<file path="config.mk">
export PLATFORM = sky130hd
export DESIGN_NAME = fac_cell
export DESIGN_NICKNAME = d
export VERILOG_FILES = /design/src/fac_pkg.sv /design/src/fac_cell.sv
export SDC_FILE = /design/constraint.sdc
export NUM_CORES = 2
export LEC_CHECK = 0
export BUFFER_PORTS_ARGS = -buffer_cell sky130_fd_sc_hd__buf_4
export CAP_MARGIN = 5
export CORE_UTILIZATION = 30
export DETAILED_ROUTE_END_ITERATION = 10
export GPL_ROUTABILITY_DRIVEN = 1
export PLACE_DENSITY = 0.47
export SYNTH_ARGS = -nofsm -noshare
export SYNTH_HDL_FRONTEND = slang
export SYNTH_SLANG_ARGS = --single-unit
</file>
<file path="constraint.sdc">
create_clock -name clk -period 25.5 [get_ports clk]
set_clock_uncertainty 0.05 [all_clocks]
set_input_delay 5.1 -clock clk [delete_from_list [all_inputs] [get_ports clk]]
set_output_delay 5.1 -clock clk [all_outputs]
set_load 0.005 [all_outputs]
</file>
<file path="src/fac_pkg.sv">
// Shared types and constants for the frustum box culling block.
// No dependencies; imported by every module of the block.

package fac_pkg;

  // Configuration port.
  localparam int CFG_WIDTH     = 64;
  localparam int CFG_IDX_WIDTH = 2;

  typedef enum logic [CFG_IDX_WIDTH-1:0] {
    REG_COL0 = 2'd0,
    REG_COL1 = 2'd1,
    REG_COL2 = 2'd2,
    REG_COL3 = 2'd3
  } fac_reg_t;

  // Identity matrix, 1.0 in Q4.12 on the diagonal.
  localparam logic [CFG_WIDTH-1:0] RESET_COL0 = 64'h0000_0000_0000_1000;
  localparam logic [CFG_WIDTH-1:0] RESET_COL1 = 64'h0000_0000_1000_0000;
  localparam logic [CFG_WIDTH-1:0] RESET_COL2 = 64'h0000_1000_0000_0000;
  localparam logic [CFG_WIDTH-1:0] RESET_COL3 = 64'h1000_0000_0000_0000;

  localparam int NUM_COLS     = 4;
  localparam int NUM_PLANES   = 6;
  localparam int DETAIL_WIDTH = 8;

  // The constant plane term is Q.12 and the products are Q.16.
  localparam int DC_SHIFT = 4;

  // Result beat layout.
  localparam int OUT_TDATA_WIDTH = 8;
  localparam int OUT_INSIDE_BIT  = 0;
  localparam int OUT_KEEP_BIT    = 1;

  // Control that travels with a box down the chain of plane cells.
  typedef struct packed {
    logic                    valid;
    logic                    in_view;
    logic [DETAIL_WIDTH-1:0] detail;
  } fac_ctl_t;

endpackage

</file>
<file path="src/fac_cell.sv">
// One plane cell: forms its plane from two matrix columns, picks the positive
// corner, evaluates the plane equation and folds the sign into the inside flag.
// Depends on fac_pkg.

module fac_cell import fac_pkg::*; #(
  parameter int COORD_WIDTH = 16,
  parameter int COEF_WIDTH  = 16,
  parameter bit NEG         = 1'b0
) (
  input  logic                                 clk,
  input  logic                                 rst,
  input  logic                                 adv,
  input  logic [NUM_COLS-1:0][COEF_WIDTH-1:0]  axis_col,
  input  logic [NUM_COLS-1:0][COEF_WIDTH-1:0]  w_col,
  input  fac_ctl_t                             in_ctl,
  input  logic [5:0][COORD_WIDTH-1:0]          in_box,
  output fac_ctl_t                             out_ctl,
  output logic [5:0][COORD_WIDTH-1:0]          out_box
);

  localparam int PW  = COEF_WIDTH + 1;
  localparam int PRW = PW + COORD_WIDTH;
  localparam int AW  = PRW + 2;

  logic signed [PW-1:0]          plane [NUM_COLS];
  logic signed [COORD_WIDTH-1:0] corner [3];
  logic signed [PRW-1:0]         prod_next [3];

  fac_ctl_t                    ctl1;
  logic [5:0][COORD_WIDTH-1:0] box1;
  logic signed [PRW-1:0]       prod1 [3];
  logic signed [PW-1:0]        dterm1;
  logic signed [AW-1:0]        sum;

  always_comb begin
    for (int r = 0; r < NUM_COLS; r++) begin
      if (NEG) begin
        plane[r] = PW'($signed(w_col[r])) - PW'($signed(axis_col[r]));
      end else begin
        plane[r] = PW'($signed(w_col[r])) + PW'($signed(axis_col[r]));
      end
    end
    // A non-negative coefficient takes the max side of the box.
    for (int r = 0; r < 3; r++) begin
      corner[r]    = plane[r][PW-1] ? $signed(in_box[r]) : $signed(in_box[r+3]);
      prod_next[r] = PRW'(plane[r]) * PRW'(corner[r]);
    end
  end

  always_comb begin
    sum = AW'(prod1[0]) + AW'(prod1[1]) + AW'(prod1[2]) + (AW'(dterm1) <<< DC_SHIFT);
  end

  always_ff @(posedge clk) begin
    if (rst) begin
      ctl1.valid    <= 1'b0;
      out_ctl.valid <= 1'b0;
    end else if (adv) begin
      ctl1            <= in_ctl;
      box1            <= in_box;
      for (int r = 0; r < 3; r++) begin
        prod1[r] <= prod_next[r];
      end
      dterm1          <= plane[3];
      out_ctl.valid   <= ctl1.valid;
      out_ctl.in_view <= ctl1.in_view & ~sum[AW-1];
      out_ctl.detail  <= ctl1.detail;
      out_box         <= box1;
    end
  end

endmodule

</file>
# After elaboration in Yosys (flattened, before gate mapping)
# Memory sizes are Yosys's and may differ from the RTL's.
# Cells that the tools add are included.
[word_totals]
mem_bits_rw = 99
word_cells = 40
input_bits = 237
output_inout_bits = 106
regBits = 229
mem_count = 1
[memory_table]
columns = ["memory", "depth", "word_bits", "rd", "rd_clocked_by_memory_dff", "wr", "line_no", "text"]
rows = [
  ["prod1", 3, 33, 3, 0, 3, "fac_cell.sv:31", "logic signed [PRW-1:0] prod1 [3];"],
]
[op_classes]
multipliers = 3
muxes = 6
reduce_logical = 1
bitwise = 3
add_sub_neg = 7
[op_table]
columns = ["operator", "n"]
rows = [
  ["17-bit by 16-bit multiplier with 33-bit output", 3],
  ["16-bit by 16-bit adder with 17-bit output", 4],
  ["16-bit two-way mux", 3],
  ["34-bit by 33-bit adder with 35-bit output", 1],
  ["35-bit by 21-bit adder with 35-bit output", 1],
  ["33-bit by 33-bit adder with 34-bit output", 1],
  ["1-bit two-way mux", 3],
  ["1-bit inverter", 2],
  ["2-bit AND reduction", 1],
  ["1-bit AND", 1],
]

# Longest topological paths before layout
[depth]
word_depth = 5
mapped_depth = 37
ltp_nobuf = 34

# Worst setup path after synthesis
# Ideal clock, no wire load.
[synth_timing]
path_type = "input to register"
start = "in rst"
end = "reg box1[0] (netlist bit), enable pin"
path_buffers = 0
setup_ps = 1065
path_slack_ps = 4883
t_arrival_ps = 19502
cell_stages = 1
required_ps = 24385
cell_sequence = "nor2b_1"
[synth_between]
elab_chain_len = 2
[synth_rtl]
columns = ["element", "line_no", "text"]
rows = [
  ["from (decl)", "fac_cell.sv:11", "input logic rst,"],
  ["1-bit inverter (no line)", "n/a", ""],
  ["2-bit AND reduction (no line)", "n/a", ""],
  ["to (signal assigned)", "fac_cell.sv:60", "box1 <= in_box;"],
  ["to (decl)", "fac_cell.sv:30", "logic [5:0][COORD_WIDTH-1:0] box1;"],
]
# No other way between the ends.
# A chain may end at the register's enable or synchronous reset.

==> results by group <==
Status
  – Result of the run: complete, no violations

Setup path
  – CP required: roughly 26 ns
  – Slack of the worst reg-to-reg path: ~21 ns
  – Largest fanout on the critical path: 17
  – Critical-path cell with the highest stage delay: mux2i_1
  – R2r worst-path depth: 11
  – Category of the critical setup timing path: input port to register
  – Stage delay of the slowest cell on the critical path: 0.87 ns
  – Kind of start point of the critical path: input port
  – Sort of element at the end of the critical path: register
  – Most common cell type on the critical path: fa_1
  – Arr. time, crit path: roughly 14 ns

Clock network
  – Number of buffers inserted by post-CTS setup repair: 0
  – Sink count of the clock tree: approximately 330
  – Clock-pin slew on the worst setup and hold paths: approximately 0.070 ns
  – CTS buffer count: 43
  – Clock insertion delay at the later pin of the skew report: 0.63 ns
  – Number of hold-repair buffers added at the cts stage: 0
  – Number of levels in the clock H-tree: 2
  – CTS root buf: clkbuf_16
  – Clock tree from TritonCTS: yes
  – Maximum clock path buffer count: 3
  – Number of gates given a new drive strength after cts: 0

Finish
  – Final cell count without fillers: around 6700
  – Synthesis-to-layout area growth: 14.2%
  – Most frequent standard cell in the layout excluding fill and tap cells: inv_1
  – Count of inserted antenna diode cells: 0
  – # nets final: between 6000 and 7000
  – Share of post-route cells with drive strength above 1: 11.4%
  – End-of-flow core utilization: between 30% and 40%
  – Commonest cells after routing, fill and taps aside: inv_1 (959), fa_1 (894), nor2_1 (427), buf_4 (400), nand2_1 (366)
  – Filler cells: between 15000 and 20000

STA
  – Time the worst path needs with I/O delays and setup: roughly 14 ns
  – Max Transition Viols Final: 0
  – Total negative setup slack: 0 ns
  – Final Hold Violating Endpoints: 0
  – Number of setup violations in the final report: 0
  – Slew headroom: 14.6%
  – Setup repair after global routing missed its margin: no
  – Final cycle utilization of the critical path: a little under three fifths
  – Worst-Margin Slew: 1.28 ns
  – Maximum frequency from static timing analysis: slightly above 70 MHz
  – Crit path setup slack, layout: ~11 ns

Yosys
  – Post-synth EDFFs: about 330
  – Mean instance size in the synthesized netlist: approximately 11 µm²
  – Post-synthesis sequential element count: about 330
  – Count of synthesis-stage warnings from yosys: 0
  – Total nets after synthesis: about 5800
  – Yosys cell types: between 70 and 80
  – Sequential share of the synthesized area: around 21%
  – Total standard cell area after synthesis: approximately 0.046 mm²
  – Post-synth ARST share: 0%
  – Most frequently used flop master after synthesis: edfxtp_1
  – Number of cells produced by synthesis: approximately 4300

Placement
  – Minimum setup slack after placement: roughly 11 ns
  – Port-buffer cells: between 300 and 400
  – Half-perimeter wire length after placement: 103000 µm
  – Number of cells after detailed placement: roughly 6700
  – RD Place Congestion: 0.882

Die
  – Full die area: around 0.15 mm²
  – Site row count: 143
  – Overall die width: around 390 µm
  – Placeable core region: between 0.15 and 0.2 mm²
  – IO Count: between 300 and 400
  – Initial standard-cell utilization of the core: between 30% and 40%
  – Die extent in y: 393 µm

Route
  – Drt first pass iters: 5
  – Per-cell via count in the routed design: between 4 and 5
  – Detailed-route wire length per cell: 18.5 µm
  – Wire length after detailed routing: about 120000 µm
  – Final antenna-violating net count: 0
  – Drt drc: 0
  – Initial DRC count: between 1000 and 1500
  – Vias post-DR: just over 30000

Min path
  – Hold/Removal Path Class: register to register
  – Hold-critical path depth: 0

GRT
  – Global-route wire length before repair: between 150000 and 200000 µm
  – Initial antenna violation count: 2
  – Tot GR Track Use: between 10% and 20%
  – Pin count of the biggest net entering global routing: roughly 150
  – Aggregate global routing overflow: 0
  – Vias in the first global route: approximately 33000

Job
  – Maxcap violations: 0
[cells by family after synthesis]
| kind of cell | share of synthesized area [%] |
|---|---|
| AOI/OAI and AO/OA | 5.50 |
| xor gates and xnor gates | 3.63 |
| adders and majority gates | 48.6 |
| buffers and inverters | 8.69 |
| DFF | 21.4 |
| muxes | 1.80 |
| and+or+nand+nor | 10.4 |
[critical path, delay by kind of cell]
kind | cells | cell delay, ns
adder cells (fa/ha/maj) | 9 | 3.79
AO/OA/AOI/OAI | 9 | 2.31
AND/OR/NAND/NOR | 6 | 1.43
multiplexers | 1 | 0.87
buffers and inverters | 7 | 0.76
XOR/XNOR | 1 | 0.14
[flip-flops by register name, summed over array words and instances, names as in the netlist]
name and cells:
box1 96, dterm1 17, prod1 99, ctl1 10
out_box 96, out_ctl 10
[area by class of cell]
type,count,area (µm²),share of cell area (%)
clock inverter,28,206,0.394
multi-input combinational,2952,32100,61.2
tap,2030,2540,4.85
sequential,328,9830,18.8
inverter,959,3600,6.87
timing repair buffer,401,3020,5.77
clock buffer,50,1120,2.14
[through the flow]
stage | hold slack [ns] | instance area [µm²]
floorplan | 0.350 | 45900
global placement | 0.350 | 51100
detailed placement | 0.355 | 51100
CTS | 0.316 | 52400
global route | 0.342 | 52400
finish | 0.347 | 52400
[Yosys cell counts, types with 8 or more instances]
cell type	number	area share [%]
a211o_1	8	0.15
a211oi_1	21	0.34
a21o_1	57	0.93
a21oi_1	108	1.2
and2_1	44	0.60
buf_2	44	0.48
clkbuf_1	24	0.20
edfxtp_1	326	21
fa_1	894	39
ha_1	350	9.5
inv_1	959	7.8
mux2_2	27	0.66
mux2i_1	24	0.52
mux2i_2	9	0.27
nand2_1	366	3.0
nand2b_1	69	0.94
nand3_1	20	0.22
nand4_1	13	0.18
nor2_1	427	3.5
nor2b_1	71	0.97
nor3_1	25	0.27
o21a_1	16	0.26
o21ai_0	47	0.51
o21ai_1	8	0.087
o21bai_1	20	0.33
o31ai_1	8	0.13
or2_1	12	0.16
or2_2	9	0.12
or3_1	10	0.14
xnor2_1	134	2.6
xor2_1	56	1.1
[worst paths after layout]
path           startpoint            to
max reg2reg    dterm1[16]    out_ctl[8]
max          axis_col[16]  prod1[0][64]
min              box1[28]   out_box[28]
min reg2reg      box1[28]   out_box[28]
[per-layer routing]
layer  global-route usage (%)  routed length (µm)
met1                     21.9               54200
met2                     27.8               60500
met3                     2.64                6610
met4                     4.89                3530
met5                        0                  17
Power is not shown: default switching activity piles up to over one toggle a cycle in this logic, so the estimate is an artifact.
