### config.mk
export PLATFORM = sky130hd
export DESIGN_NAME = fac_out_buf
export DESIGN_NICKNAME = d
export VERILOG_FILES = /design/src/fac_pkg.sv /design/src/fac_out_buf.sv
export SDC_FILE = /design/constraint.sdc
export NUM_CORES = 1
export LEC_CHECK = 0
export ABC_CLOCK_PERIOD_IN_PS = 900
export BUFFER_PORTS_ARGS = -buffer_cell sky130_fd_sc_hd__buf_2
export CAP_MARGIN = 20
export CORE_AREA = 2 2 39 41
export DETAILED_ROUTE_END_ITERATION = 10
export DIE_AREA = 0 0 41 43
export MAX_ROUTING_LAYER = met4
export RECOVER_POWER = 50
export SLEW_MARGIN = 20
export SYNTH_ARGS = -nofsm -noshare
export SYNTH_HDL_FRONTEND = slang
export SYNTH_SLANG_ARGS = --single-unit
### constraint.sdc
create_clock -name clk -period 0.9 [get_ports clk]
set_input_delay 0.09 -clock clk [delete_from_list [all_inputs] [get_ports clk]]
set_output_delay 0.09 -clock clk [all_outputs]
set_load 0.05 [all_outputs]
### src/fac_pkg.sv
// Shared types and constants for the frustum box culling block.
// No dependencies; imported by every module of the block.

package fac_pkg;

  // Configuration port.
  localparam int CFG_WIDTH     = 64;
  localparam int CFG_IDX_WIDTH = 2;

  typedef enum logic [CFG_IDX_WIDTH-1:0] {
    REG_COL0 = 2'd0,
    REG_COL1 = 2'd1,
    REG_COL2 = 2'd2,
    REG_COL3 = 2'd3
  } fac_reg_t;

  // Identity matrix, 1.0 in Q4.12 on the diagonal.
  localparam logic [CFG_WIDTH-1:0] RESET_COL0 = 64'h0000_0000_0000_1000;
  localparam logic [CFG_WIDTH-1:0] RESET_COL1 = 64'h0000_0000_1000_0000;
  localparam logic [CFG_WIDTH-1:0] RESET_COL2 = 64'h0000_1000_0000_0000;
  localparam logic [CFG_WIDTH-1:0] RESET_COL3 = 64'h1000_0000_0000_0000;

  localparam int NUM_COLS     = 4;
  localparam int NUM_PLANES   = 6;
  localparam int DETAIL_WIDTH = 8;

  // The constant plane term is Q.12 and the products are Q.16.
  localparam int DC_SHIFT = 4;

  // Result beat layout.
  localparam int OUT_TDATA_WIDTH = 8;
  localparam int OUT_INSIDE_BIT  = 0;
  localparam int OUT_KEEP_BIT    = 1;

  // Control that travels with a box down the chain of plane cells.
  typedef struct packed {
    logic                    valid;
    logic                    in_view;
    logic [DETAIL_WIDTH-1:0] detail;
  } fac_ctl_t;

endpackage

### src/fac_out_buf.sv
// Result register with a skid stage so the chain can take one more beat while a
// result waits on the master side. Depends on fac_pkg.

module fac_out_buf import fac_pkg::*; (
  input  logic                       clk,
  input  logic                       rst,
  input  logic                       in_valid,
  input  logic                       in_inside,
  input  logic                       in_keep,
  output logic                       in_ready,
  output logic                       m_tvalid,
  input  logic                       m_tready,
  output logic [OUT_TDATA_WIDTH-1:0] m_tdata
);

  logic       res_valid;
  logic [1:0] res_data;
  logic       skid_valid;
  logic [1:0] skid_data;
  logic [1:0] in_data;
  logic       in_fire;
  logic       out_take;

  always_comb begin
    in_data                 = '0;
    in_data[OUT_INSIDE_BIT] = in_inside;
    in_data[OUT_KEEP_BIT]   = in_keep;
    in_fire                 = in_valid & ~skid_valid;
    out_take                = res_valid & m_tready;
  end

  always_ff @(posedge clk) begin
    if (rst) begin
      res_valid  <= 1'b0;
      skid_valid <= 1'b0;
    end else if (skid_valid) begin
      if (out_take) begin
        skid_valid <= 1'b0;
      end
    end else if (in_fire) begin
      if (res_valid && !m_tready) begin
        skid_valid <= 1'b1;
      end else begin
        res_valid <= 1'b1;
      end
    end else if (out_take) begin
      res_valid <= 1'b0;
    end
  end

  always_ff @(posedge clk) begin
    if (skid_valid) begin
      if (out_take) begin
        res_data <= skid_data;
      end
    end else if (in_fire) begin
      if (res_valid && !m_tready) begin
        skid_data <= in_data;
      end else begin
        res_data <= in_data;
      end
    end
  end

  assign in_ready = ~skid_valid;
  assign m_tvalid = res_valid;
  assign m_tdata  = OUT_TDATA_WIDTH'(res_data);

endmodule

; Yosys cells after proc, flatten, opt, wreduce, memory -nomap -nowiden
; Index checks and enable logic that the tools add are counted.
[classes]
eq_ne = 3
bitwise = 3
reduce_logical = 7
mux = 11
[op_table]
columns = cell, count
row1 = $reduce_and A3 Y1, 3
row2 = $mux W2, 4
row3 = $mux W1, 7
row4 = $ne A2 B2 Y1 const B, 2
row5 = $reduce_bool A2 Y1, 2
row6 = $and A1 B1 Y1, 2
row7 = $ne A2 B1 Y1 const B, 1
row8 = $logic_and A1 B1 Y1, 1
row9 = $logic_not A1 Y1, 1
row10 = $not A1 Y1, 1
[totals]
output_inout_bits = 10
ff_bits = 6
input_bits = 6
wordCells = 28

; Longest topological paths before layout
; Gate-level depths: netlist (run 1).
[depth]
word_depth = 5
depth_mapped = 3
ltp_nobuf = 2

; Worst setup path before layout (run 1)
; No wires, ideal clock.
[synth_path]
kind = reg-to-reg
start = register res_valid, in the netlist m_tvalid
end = register res_data[0], enable pin
stages_incl_launch_ff = 3
n_path_buf = 0
slack_ps = -428
t_required_ps = 584
setup_ps = 316
period_less_slack_ps = 1328
t_arrival_ps = 1013
path_cell_list = dfxtp_1 mux2i_1 a21oi_1
[synth_via]
elab_chain_cells = 3
word_cells_on_any_way = 5
cone_classes = eq/ne: 2 / bitwise: 1 / reduce/logical: 2
[synth_rtl]
columns = element, line_no
row1 = "start, declared", fac_out_buf.sv:16  ; logic res_valid;
row2 = "start signal, assigned", fac_out_buf.sv:34  ; res_valid <= 1'b0;
row3 = "start signal, assigned", fac_out_buf.sv:44  ; res_valid <= 1'b1;
row4 = "start signal, assigned", fac_out_buf.sv:47  ; res_valid <= 1'b0;
row5 = $and A1 B1 Y1 or $logic_and A1 B1 Y1 (tied branches), "fac_out_buf.sv:29, fac_out_buf.sv:57"
row6 = $ne A2 B1 Y1 (no line) or $ne A2 B2 Y1 (tied branches), n/a
row7 = $reduce_and A3 Y1 (no line) *, n/a
row8 = "end signal, assigned", fac_out_buf.sv:54  ; res_data <= skid_data;
row9 = "end signal, assigned", fac_out_buf.sv:60  ; res_data <= in_data;
row10 = "end, declared", fac_out_buf.sv:17  ; logic [1:0] res_data;
; Every way passes the cells marked *; elsewhere a longest branch is shown, timed or not.
; A chain may end at the register's enable or synchronous reset.

; Final worst setup path (run 1)
[layout_path]
start = register skid_valid
end = register skid_data[0], enable pin
[layout_via]
elab_chain_cells = 3
[layout_rtl]
columns = element, line_no
row1 = "start, declared", fac_out_buf.sv:18  ; logic skid_valid;
row2 = "start signal, assigned", fac_out_buf.sv:35  ; skid_valid <= 1'b0;
row3 = "start signal, assigned", fac_out_buf.sv:38  ; skid_valid <= 1'b0;
row4 = "start signal, assigned", fac_out_buf.sv:42  ; skid_valid <= 1'b1;
row5 = $not A1 Y1 (no line) *, n/a
row6 = $and A1 B1 Y1, fac_out_buf.sv:28  ; in_fire = in_valid & ~skid_valid;
row7 = $reduce_and A3 Y1 (no line) *, n/a
row8 = "end signal, assigned", fac_out_buf.sv:58  ; skid_data <= in_data;
row9 = "end, declared", fac_out_buf.sv:19  ; logic [1:0] skid_data;
; Marked as above.

==> impl_metrics.prom, run 1 <==
# TYPE chip_impl_metric gauge
chip_impl_info{name="grt_setup_unrepaired",value="true"} 1
chip_impl_metric{name="detail_route.vias_per_cell",unit=""} 3.90
chip_impl_metric{name="detailedRoute.firstIterationViolations",unit=""} 2
chip_impl_metric{name="routed-via-count",unit=""} 226
chip_impl_metric{name="h-tree-depth",unit=""} 1
chip_impl_metric{name="synth.avg_cell_area",unit="um2"} 12.1
chip_impl_metric{name="wl",unit="um"} 560
chip_impl_metric{name="cts-buffers-inserted",unit=""} 3
chip_impl_metric{name="overflow",unit=""} 0
chip_impl_metric{name="fin_tns_setup",unit="ps"} -588
chip_impl_metric{name="layout-drive-gt1-share",unit=""} 0.548
chip_impl_metric{name="cts.clk_slew.worst_paths",unit="ps"} 40
chip_impl_info{name="failed_checks",value="setup timing"} 1
chip_impl_metric{name="pre_cts_slack",unit="ps"} -164
chip_impl_metric{name="cts.hold.buffers_added",unit=""} 0
chip_impl_metric{name="dieArea",unit="um2"} 1760
chip_impl_metric{name="synth-edff-count",unit=""} 4
chip_impl_metric{name="setup_slack",unit="ps"} -110
chip_impl_info{name="dominant_cell_type_by_area_after_synthesis",value="sky130_fd_sc_hd__edfxtp_1"} 1
chip_impl_metric{name="portBuffers",unit=""} 9
chip_impl_metric{name="synth.ff_latch_count",unit=""} 6
chip_impl_metric{name="syn_area",unit="um2"} 327
chip_impl_metric{name="core_footprint",unit="um2"} 1380
chip_impl_metric{name="groute.layer.met2.usage",unit=""} 0.125
chip_impl_info{name="ys_dominant_reg_cell",value="sky130_fd_sc_hd__edfxtp_1"} 1
chip_impl_metric{name="postSynthCellCount",unit=""} 27
chip_impl_metric{name="fin_worst_skew",unit="ps"} 9.19
chip_impl_metric{name="insertedDiodeCount",unit=""} 0
chip_impl_metric{name="place_congestion",unit=""} 0.627
chip_impl_metric{name="critPathMaxStageDelay",unit="ps"} 360
chip_impl_info{name="cp_cell_sequence",value="buf_6, inv_8, and4_4"} 1
chip_impl_info{name="crit_path_start_kind",value="register"} 1
chip_impl_metric{name="pwr-share-clk",unit=""} 0.312
chip_impl_metric{name="ant_nets",unit=""} 0
chip_impl_metric{name="flow.area_growth_from_synthesis",unit="%"} 42.5
chip_impl_metric{name="power_report.internal_total",unit="W"} 0.000572
chip_impl_metric{name="worst-path-max-fanout",unit=""} 4
chip_impl_metric{name="power.ir.vdd_worst",unit="mV"} 0.665
chip_impl_metric{name="net-switching-power",unit="W"} 0.000259
chip_impl_info{name="clock_tree_root_driver_cell",value="sky130_fd_sc_hd__clkbuf_4"} 1
chip_impl_metric{name="maximum_number_of_pins_on_one_net_before_global_route_repair",unit=""} 5
chip_impl_metric{name="setup_viol_count_final",unit=""} 10
chip_impl_metric{name="switching_share",unit=""} 0.311
chip_impl_metric{name="initial_cell_density_of_the_core",unit=""} 0.236
chip_impl_metric{name="ys_warn_count",unit=""} 0
chip_impl_metric{name="cap_violations",unit=""} 0
chip_impl_metric{name="drtPass1Iterations",unit=""} 2
chip_impl_info{name="critical_path.endpoint_type",value="register"} 1
chip_impl_metric{name="synth.top_cell.area_share",unit=""} 0.368
chip_impl_metric{name="groute.layer.met3.usage",unit=""} 0.0471
chip_impl_metric{name="leakage",unit="nW"} 0.203
chip_impl_metric{name="global_route_wire_length_before_repair",unit="um"} 862
chip_impl_metric{name="final.period_utilization",unit=""} 1.12
chip_impl_metric{name="final_hold_viol_count",unit=""} 0
chip_impl_metric{name="comb_power_share",unit=""} 0.291
chip_impl_metric{name="finalNetCount",unit=""} 49
chip_impl_metric{name="slew_violations",unit=""} 0
chip_impl_metric{name="cts_max_path_buffers",unit=""} 2
chip_impl_metric{name="wl_per_cell",unit="um"} 9.66
chip_impl_metric{name="grt_util_met1",unit=""} 0.0693
chip_impl_info{name="min-delay-path-class",value="in2reg"} 1
chip_impl_metric{name="tritoncts_num_sinks",unit=""} 6
chip_impl_metric{name="count_of_different_cell_masters_after_synthesis",unit=""} 15
chip_impl_info{name="crit_type",value="reg2reg"} 1
chip_impl_metric{name="grt_pass1_vias",unit=""} 216
chip_impl_info{name="outcome",value="complete, but fails checks"} 1
chip_impl_metric{name="drc",unit=""} 0
chip_impl_info{name="synth_top_cells_by_area",value="sky130_fd_sc_hd__edfxtp_1 (37%), sky130_fd_sc_hd__buf_4 (14%), sky130_fd_sc_hd__dfxtp_1 (12%)"} 1
chip_impl_metric{name="power.density_cell_area",unit="nW/um2"} 1780
chip_impl_metric{name="min_period",unit="ps"} 1010
chip_impl_metric{name="die_h",unit="um"} 43
chip_impl_metric{name="track_usage",unit=""} 0.0851
chip_impl_metric{name="clock.fmax",unit="GHz"} 0.990
chip_impl_metric{name="final.fill_count",unit=""} 142
chip_impl_metric{name="cp_data_required_time",unit="ps"} 850
chip_impl_metric{name="cp_data_arrival_time",unit="ps"} 960
chip_impl_metric{name="num_io_pins",unit=""} 16
chip_impl_metric{name="yosysSeqAreaShare",unit=""} 0.490
chip_impl_metric{name="pwr-share-seq",unit=""} 0.397
chip_impl_metric{name="antenna_found_initial",unit=""} 0
chip_impl_info{name="crit_slowest_cell",value="sky130_fd_sc_hd__dfxtp_4"} 1
chip_impl_metric{name="row_count",unit=""} 14
chip_impl_metric{name="post_synthesis_async_set_or_reset_flop_share",unit=""} 0
chip_impl_metric{name="clock_insertion_delay_worst_skew",unit="ps"} 240
chip_impl_info{name="cts_tree",value="done"} 1
chip_impl_info{name="global_route_hottest_layer",value="met2"} 1
chip_impl_metric{name="layout.core_utilization",unit=""} 0.336
chip_impl_metric{name="die_w",unit="um"} 41
-- layout by cell type, fill, tap and decap left out --
| master | Yosys | final |
|---|---|---|
| sky130_fd_sc_hd__o32ai_2 | 1 | 1 |
| sky130_fd_sc_hd__buf_4 | 6 | 2 |
| sky130_fd_sc_hd__inv_8 | 0 | 1 |
| sky130_fd_sc_hd__conb_1 | 1 | 6 |
| sky130_fd_sc_hd__nand2b_1 | 1 | 1 |
| sky130_fd_sc_hd__buf_6 | 1 | 5 |
| sky130_fd_sc_hd__a21oi_1 | 2 | 2 |
| sky130_fd_sc_hd__mux2i_1 | 1 | 1 |
| sky130_fd_sc_hd__inv_1 | 2 | 2 |
| sky130_fd_sc_hd__clkbuf_1 | 0 | 2 |
| sky130_fd_sc_hd__clkbuf_4 | 0 | 3 |
| sky130_fd_sc_hd__a211oi_1 | 1 | 1 |
| sky130_fd_sc_hd__mux2_4 | 2 | 2 |
| sky130_fd_sc_hd__nor2b_2 | 0 | 1 |
| sky130_fd_sc_hd__edfxtp_1 | 4 | 4 |
| sky130_fd_sc_hd__dfxtp_4 | 0 | 2 |
| sky130_fd_sc_hd__buf_8 | 0 | 1 |
| sky130_fd_sc_hd__buf_2 | 0 | 4 |
| sky130_fd_sc_hd__and4_4 | 0 | 1 |
-- layout make-up --
| cell class | instances | area, um2 | area share |
|---|---|---|---|
| repair buffers | 13 | 110 | 0.237 |
| multi-input cells | 16 | 123 | 0.263 |
| well taps | 16 | 20.0 | 0.0430 |
| inverters | 3 | 18.8 | 0.0403 |
| clock buffers | 4 | 26.3 | 0.0565 |
| flip-flops and latches | 6 | 168 | 0.360 |
-- registers in the layout, indices dropped and copies added, names as in the netlist --
name and cells:
skid_data 2, m_tvalid 1, skid_valid 1, res_data 2
-- kinds of logic (layout without fill, tap and decap cells) --
family	count (synthesis)	in the layout	synth area share
AND/OR/NAND/NOR	3	3	0.0652
AO/OA/AOI/OAI	4	4	0.103
flip-flops	6	6	0.490
multiplexers	3	3	0.123
other	1	6	0.0115
buffers and inverters	10	20	0.207
-- what timing repair did --
item	CTS	global route
pin swaps	1	1
endpoints found under the setup margin	12	12
cloned	0	0
resized for setup	13	2
setup buffers	1	0
-- per-stage QoR --
stage                     hold slack, ps  power (W)  std cells  area [um2]
after floorplan                      168   0.000513         32         357
after global placement               293   0.000533         53         388
after CTS                           45.3   0.000839         58         459
final                               52.2   0.000830         58         465
after global routing                49.0   0.000874         58         465
after detailed placement             293   0.000537         53         388
-- worst max-delay path: cells and delay by family (launching register included) --
kind / cells / cell delay (ps)
buf+inv: 2 / 170
flops: 1 / 360
simple gates: 1 / 200
-- Yosys cell counts, drive strengths merged (2+ instances only) --
| master | n |
|---|---|
| dfxtp | 2 |
| edfxtp | 4 |
| a21oi | 2 |
| mux2 | 2 |
| buf | 7 |
| inv | 3 |
-- worst paths after layout --
kind | start | to | slack (ps) | cells past startpoint
min reg2reg | skid_data[0] | res_data[0] | 540 | 1
max reg2reg | skid_valid | skid_data[0] | -110 | 3
max | skid_valid | skid_data[0] | -110 | 3
min | in_inside | skid_data[0] | 50 | 1
-- routing by layer --
| layer | share of wire | vias up | routed length, um |
|---|---|---|---|
| met5 | 0 | - | 0 |
| met1 | 0.38 | 100 | 211 |
| met4 | 0 | 0 | 0 |
| li1 | - | 113 | - |
| met2 | 0.56 | 13 | 313 |
| met3 | 0.063 | 0 | 35 |
-- power by group through the flow --
stage	Sequential, W	Clock, W	Combinational, W
final	0.000329	0.000259	0.000242
after floorplan	0.000373	0	0.000140
after global placement	0.000331	0	0.000203
after global routing	0.000331	0.000288	0.000255
after detailed placement	0.000331	0	0.000206
after CTS	0.000328	0.000273	0.000239
(Power assumes the default switching activity.)
==> run 2: changes to the inputs <==
ABC_CLOCK_PERIOD_IN_PS = 1200   (was 900)
clock period = 1.2 ns   (was 0.9 ns; I/O delays follow)
==> run 2 against run 1 <==
Net effect: the run now ends clean; routed wire length decreased by 19%; critical path depth down 1; design area is 18% lower; power shrank 33%; via count fell by 8.0%; register-to-register slack better by 230 ps; die area unchanged.
==> impl_metrics.prom, run 2 (same netlist as run 1, synthesis figures left out) <==
# TYPE chip_impl_metric gauge
chip_impl_info{name="min-delay-path-class",value="in2reg"} 1
chip_impl_metric{name="whs_path_depth",unit=""} 1
chip_impl_metric{name="post-place-cells",unit=""} 51
chip_impl_metric{name="detail_route.vias_per_cell",unit=""} 3.85
chip_impl_metric{name="maximum_number_of_pins_on_one_net_before_global_route_repair",unit=""} 8
chip_impl_info{name="min_delay_worst_endpoint",value="skid_data[1]"} 1
chip_impl_metric{name="clock.fmax",unit="GHz"} 0.925
chip_impl_metric{name="dpl_cell_area",unit="um2"} 363
chip_impl_metric{name="wl",unit="um"} 455
chip_impl_metric{name="cts.clk_slew.worst_paths",unit="ps"} 40
chip_impl_metric{name="final_hold_viol_count",unit=""} 0
chip_impl_metric{name="row_count",unit=""} 14
chip_impl_info{name="crit_type",value="reg2reg"} 1
chip_impl_metric{name="drc",unit=""} 0
chip_impl_metric{name="global_route_wire_length_before_repair",unit="um"} 752
chip_impl_metric{name="cts.hold.buffers_added",unit=""} 0
chip_impl_metric{name="path_buf_inv",unit=""} 0
chip_impl_metric{name="register_area",unit="um2"} 161
chip_impl_metric{name="timing.reg2reg.worst_path_depth",unit=""} 2
chip_impl_metric{name="pre_cts_slack",unit="ps"} 110
chip_impl_metric{name="grt_pass1_vias",unit=""} 197
chip_impl_metric{name="initial_cell_density_of_the_core",unit=""} 0.236
chip_impl_metric{name="wl_per_cell",unit="um"} 8.43
chip_impl_metric{name="final_cell_area",unit="um2"} 380
chip_impl_info{name="clock_tree_root_driver_cell",value="sky130_fd_sc_hd__clkbuf_4"} 1
chip_impl_metric{name="detailedRoute.firstIterationViolations",unit=""} 0
chip_impl_metric{name="min_period",unit="ps"} 1080
chip_impl_metric{name="layout.core_utilization",unit=""} 0.275
chip_impl_info{name="critical-path-top-delay-family",value="flip-flops"} 1
chip_impl_metric{name="setup_slack",unit="ps"} 119
chip_impl_info{name="grt_setup_unrepaired",value="false"} 1
chip_impl_metric{name="final.period_utilization",unit=""} 0.901
chip_impl_metric{name="die_w",unit="um"} 41
chip_impl_metric{name="flow.area_growth_from_synthesis",unit="%"} 16.5
chip_impl_metric{name="fin_worst_skew",unit="ps"} 1.70
chip_impl_metric{name="final-instance-count-excl-fill",unit=""} 54
chip_impl_metric{name="worst-path-max-fanout",unit=""} 5
chip_impl_metric{name="layout-drive-gt1-share",unit=""} 0.421
chip_impl_metric{name="cp_data_required_time",unit="ps"} 1120
chip_impl_metric{name="tritoncts_num_sinks",unit=""} 6
chip_impl_metric{name="cap_violations",unit=""} 0
chip_impl_metric{name="reg2reg_setup_slack",unit="ps"} 120
chip_impl_metric{name="critPathMaxStageDelay",unit="ps"} 450
chip_impl_metric{name="core_footprint",unit="um2"} 1380
chip_impl_info{name="critical_path.endpoint_type",value="register"} 1
chip_impl_metric{name="insertedDiodeCount",unit=""} 0
chip_impl_metric{name="clock_insertion_delay_worst_skew",unit="ps"} 230
chip_impl_metric{name="overflow",unit=""} 0
chip_impl_metric{name="die_h",unit="um"} 43
chip_impl_info{name="crit_slowest_cell",value="sky130_fd_sc_hd__dfxtp_1"} 1
chip_impl_metric{name="drtPass1Iterations",unit=""} 1
chip_impl_metric{name="portBuffers",unit=""} 9
chip_impl_metric{name="power.density_cell_area",unit="nW/um2"} 1460
chip_impl_metric{name="num_io_pins",unit=""} 16
chip_impl_metric{name="h-tree-depth",unit=""} 1
chip_impl_metric{name="setup_viol_count_final",unit=""} 0
chip_impl_info{name="crit_path_start_kind",value="register"} 1
chip_impl_info{name="cp_cell_sequence",value="mux2i_1, a21oi_1"} 1
chip_impl_metric{name="antenna_found_initial",unit=""} 0
chip_impl_metric{name="post_cts_buffers",unit=""} 0
chip_impl_info{name="worst_r2r_endpoint",value="res_data[1]"} 1
chip_impl_info{name="critical_path.reg2reg.startpoint",value="skid_valid"} 1
chip_impl_info{name="reg_top3",value="res_data (2), skid_data (2)"} 1
chip_impl_metric{name="finalNetCount",unit=""} 46
chip_impl_info{name="cts_tree",value="done"} 1
chip_impl_metric{name="routed-via-count",unit=""} 208
chip_impl_metric{name="multi_input_comb_area",unit="um2"} 118
chip_impl_info{name="outcome",value="complete, no violations"} 1
chip_impl_metric{name="cp_data_arrival_time",unit="ps"} 1000
chip_impl_metric{name="final.fill_count",unit=""} 162
chip_impl_metric{name="power.ir.vdd_worst",unit="mV"} 0.353
chip_impl_info{name="most-common-layout-cells",value="sky130_fd_sc_hd__conb_1 (6), sky130_fd_sc_hd__buf_2 (6), sky130_fd_sc_hd__edfxtp_1 (4)"} 1
chip_impl_metric{name="slew_violations",unit=""} 0
chip_impl_metric{name="leakage",unit="nW"} 0.165
chip_impl_metric{name="fin_tns_setup",unit="ps"} 0
chip_impl_metric{name="dieArea",unit="um2"} 1760
chip_impl_metric{name="cts_max_path_buffers",unit=""} 2
chip_impl_metric{name="ant_nets",unit=""} 0
chip_impl_metric{name="ctsResizeCount",unit=""} 0
chip_impl_info{name="worst_hold_startpoint",value="in_keep"} 1
chip_impl_metric{name="track_usage",unit=""} 0.0725
chip_impl_metric{name="cts-buffers-inserted",unit=""} 3
chip_impl_metric{name="place_congestion",unit=""} 0.690
[run 2: cell types whose count changed in the layout (fill, tap and decap cells not counted), moves of 2 or more]
cell and change:
sky130_fd_sc_hd__buf_2 +2, sky130_fd_sc_hd__buf_4 -2, sky130_fd_sc_hd__buf_6 -5, sky130_fd_sc_hd__clkbuf_2 +2
sky130_fd_sc_hd__dfxtp_4 -2
[run 2: power breakdown]
part / switching (W) / internal [W]
registers: 0.0000114 / 0.000238
logic: 0.000103 / 0.0000332
clock network: 0.0000593 / 0.000112
[run 2: worst register-to-register path: cells and delay by family, from the launching register on]
family	cells	cell delay (ps)
compound gates	1	200
mux	1	110
flops	1	450
[run 2: stage by stage]
stage | hold WS [ps] | power, W
2_1_floorplan | 198 | 0.000381
3_3_place_gp | 327 | 0.000390
3_5_place_dp | 326 | 0.000392
4_1_cts | 78.8 | 0.000572
5_1_grt | 72.0 | 0.000589
6_report | 84.5 | 0.000557
[run 2: worst max-delay path by stage]
stage	from	cells after the start	slack, ps	endpoint
5_1_grt	skid_valid	2	40	res_data[0]
4_1_cts	skid_valid	2	110	res_data[1]
3_5_place_dp	skid_valid	2	110	res_data[1]
6_report	skid_valid	2	120	res_data[1]
3_3_place_gp	skid_valid	2	170	res_data[1]
2_1_floorplan	skid_valid	3	50	skid_data[0]
[run 2: metal layers]
layer  track usage  vias up  part of all wire
li1              -      104                 -
met1        0.0691       93              0.37
met2        0.0875        9              0.50
met3        0.0628        2              0.10
met4        0.0600        0             0.020
met5             -        -                 0
[run 2: final cells by class]
cell class              instances  area share
clock buffers                   3      0.0592
inverters                       3      0.0296
flip-flops and latches          6       0.424
multi-input cells              16       0.309
well taps                      16      0.0526
repair buffers                 10       0.125
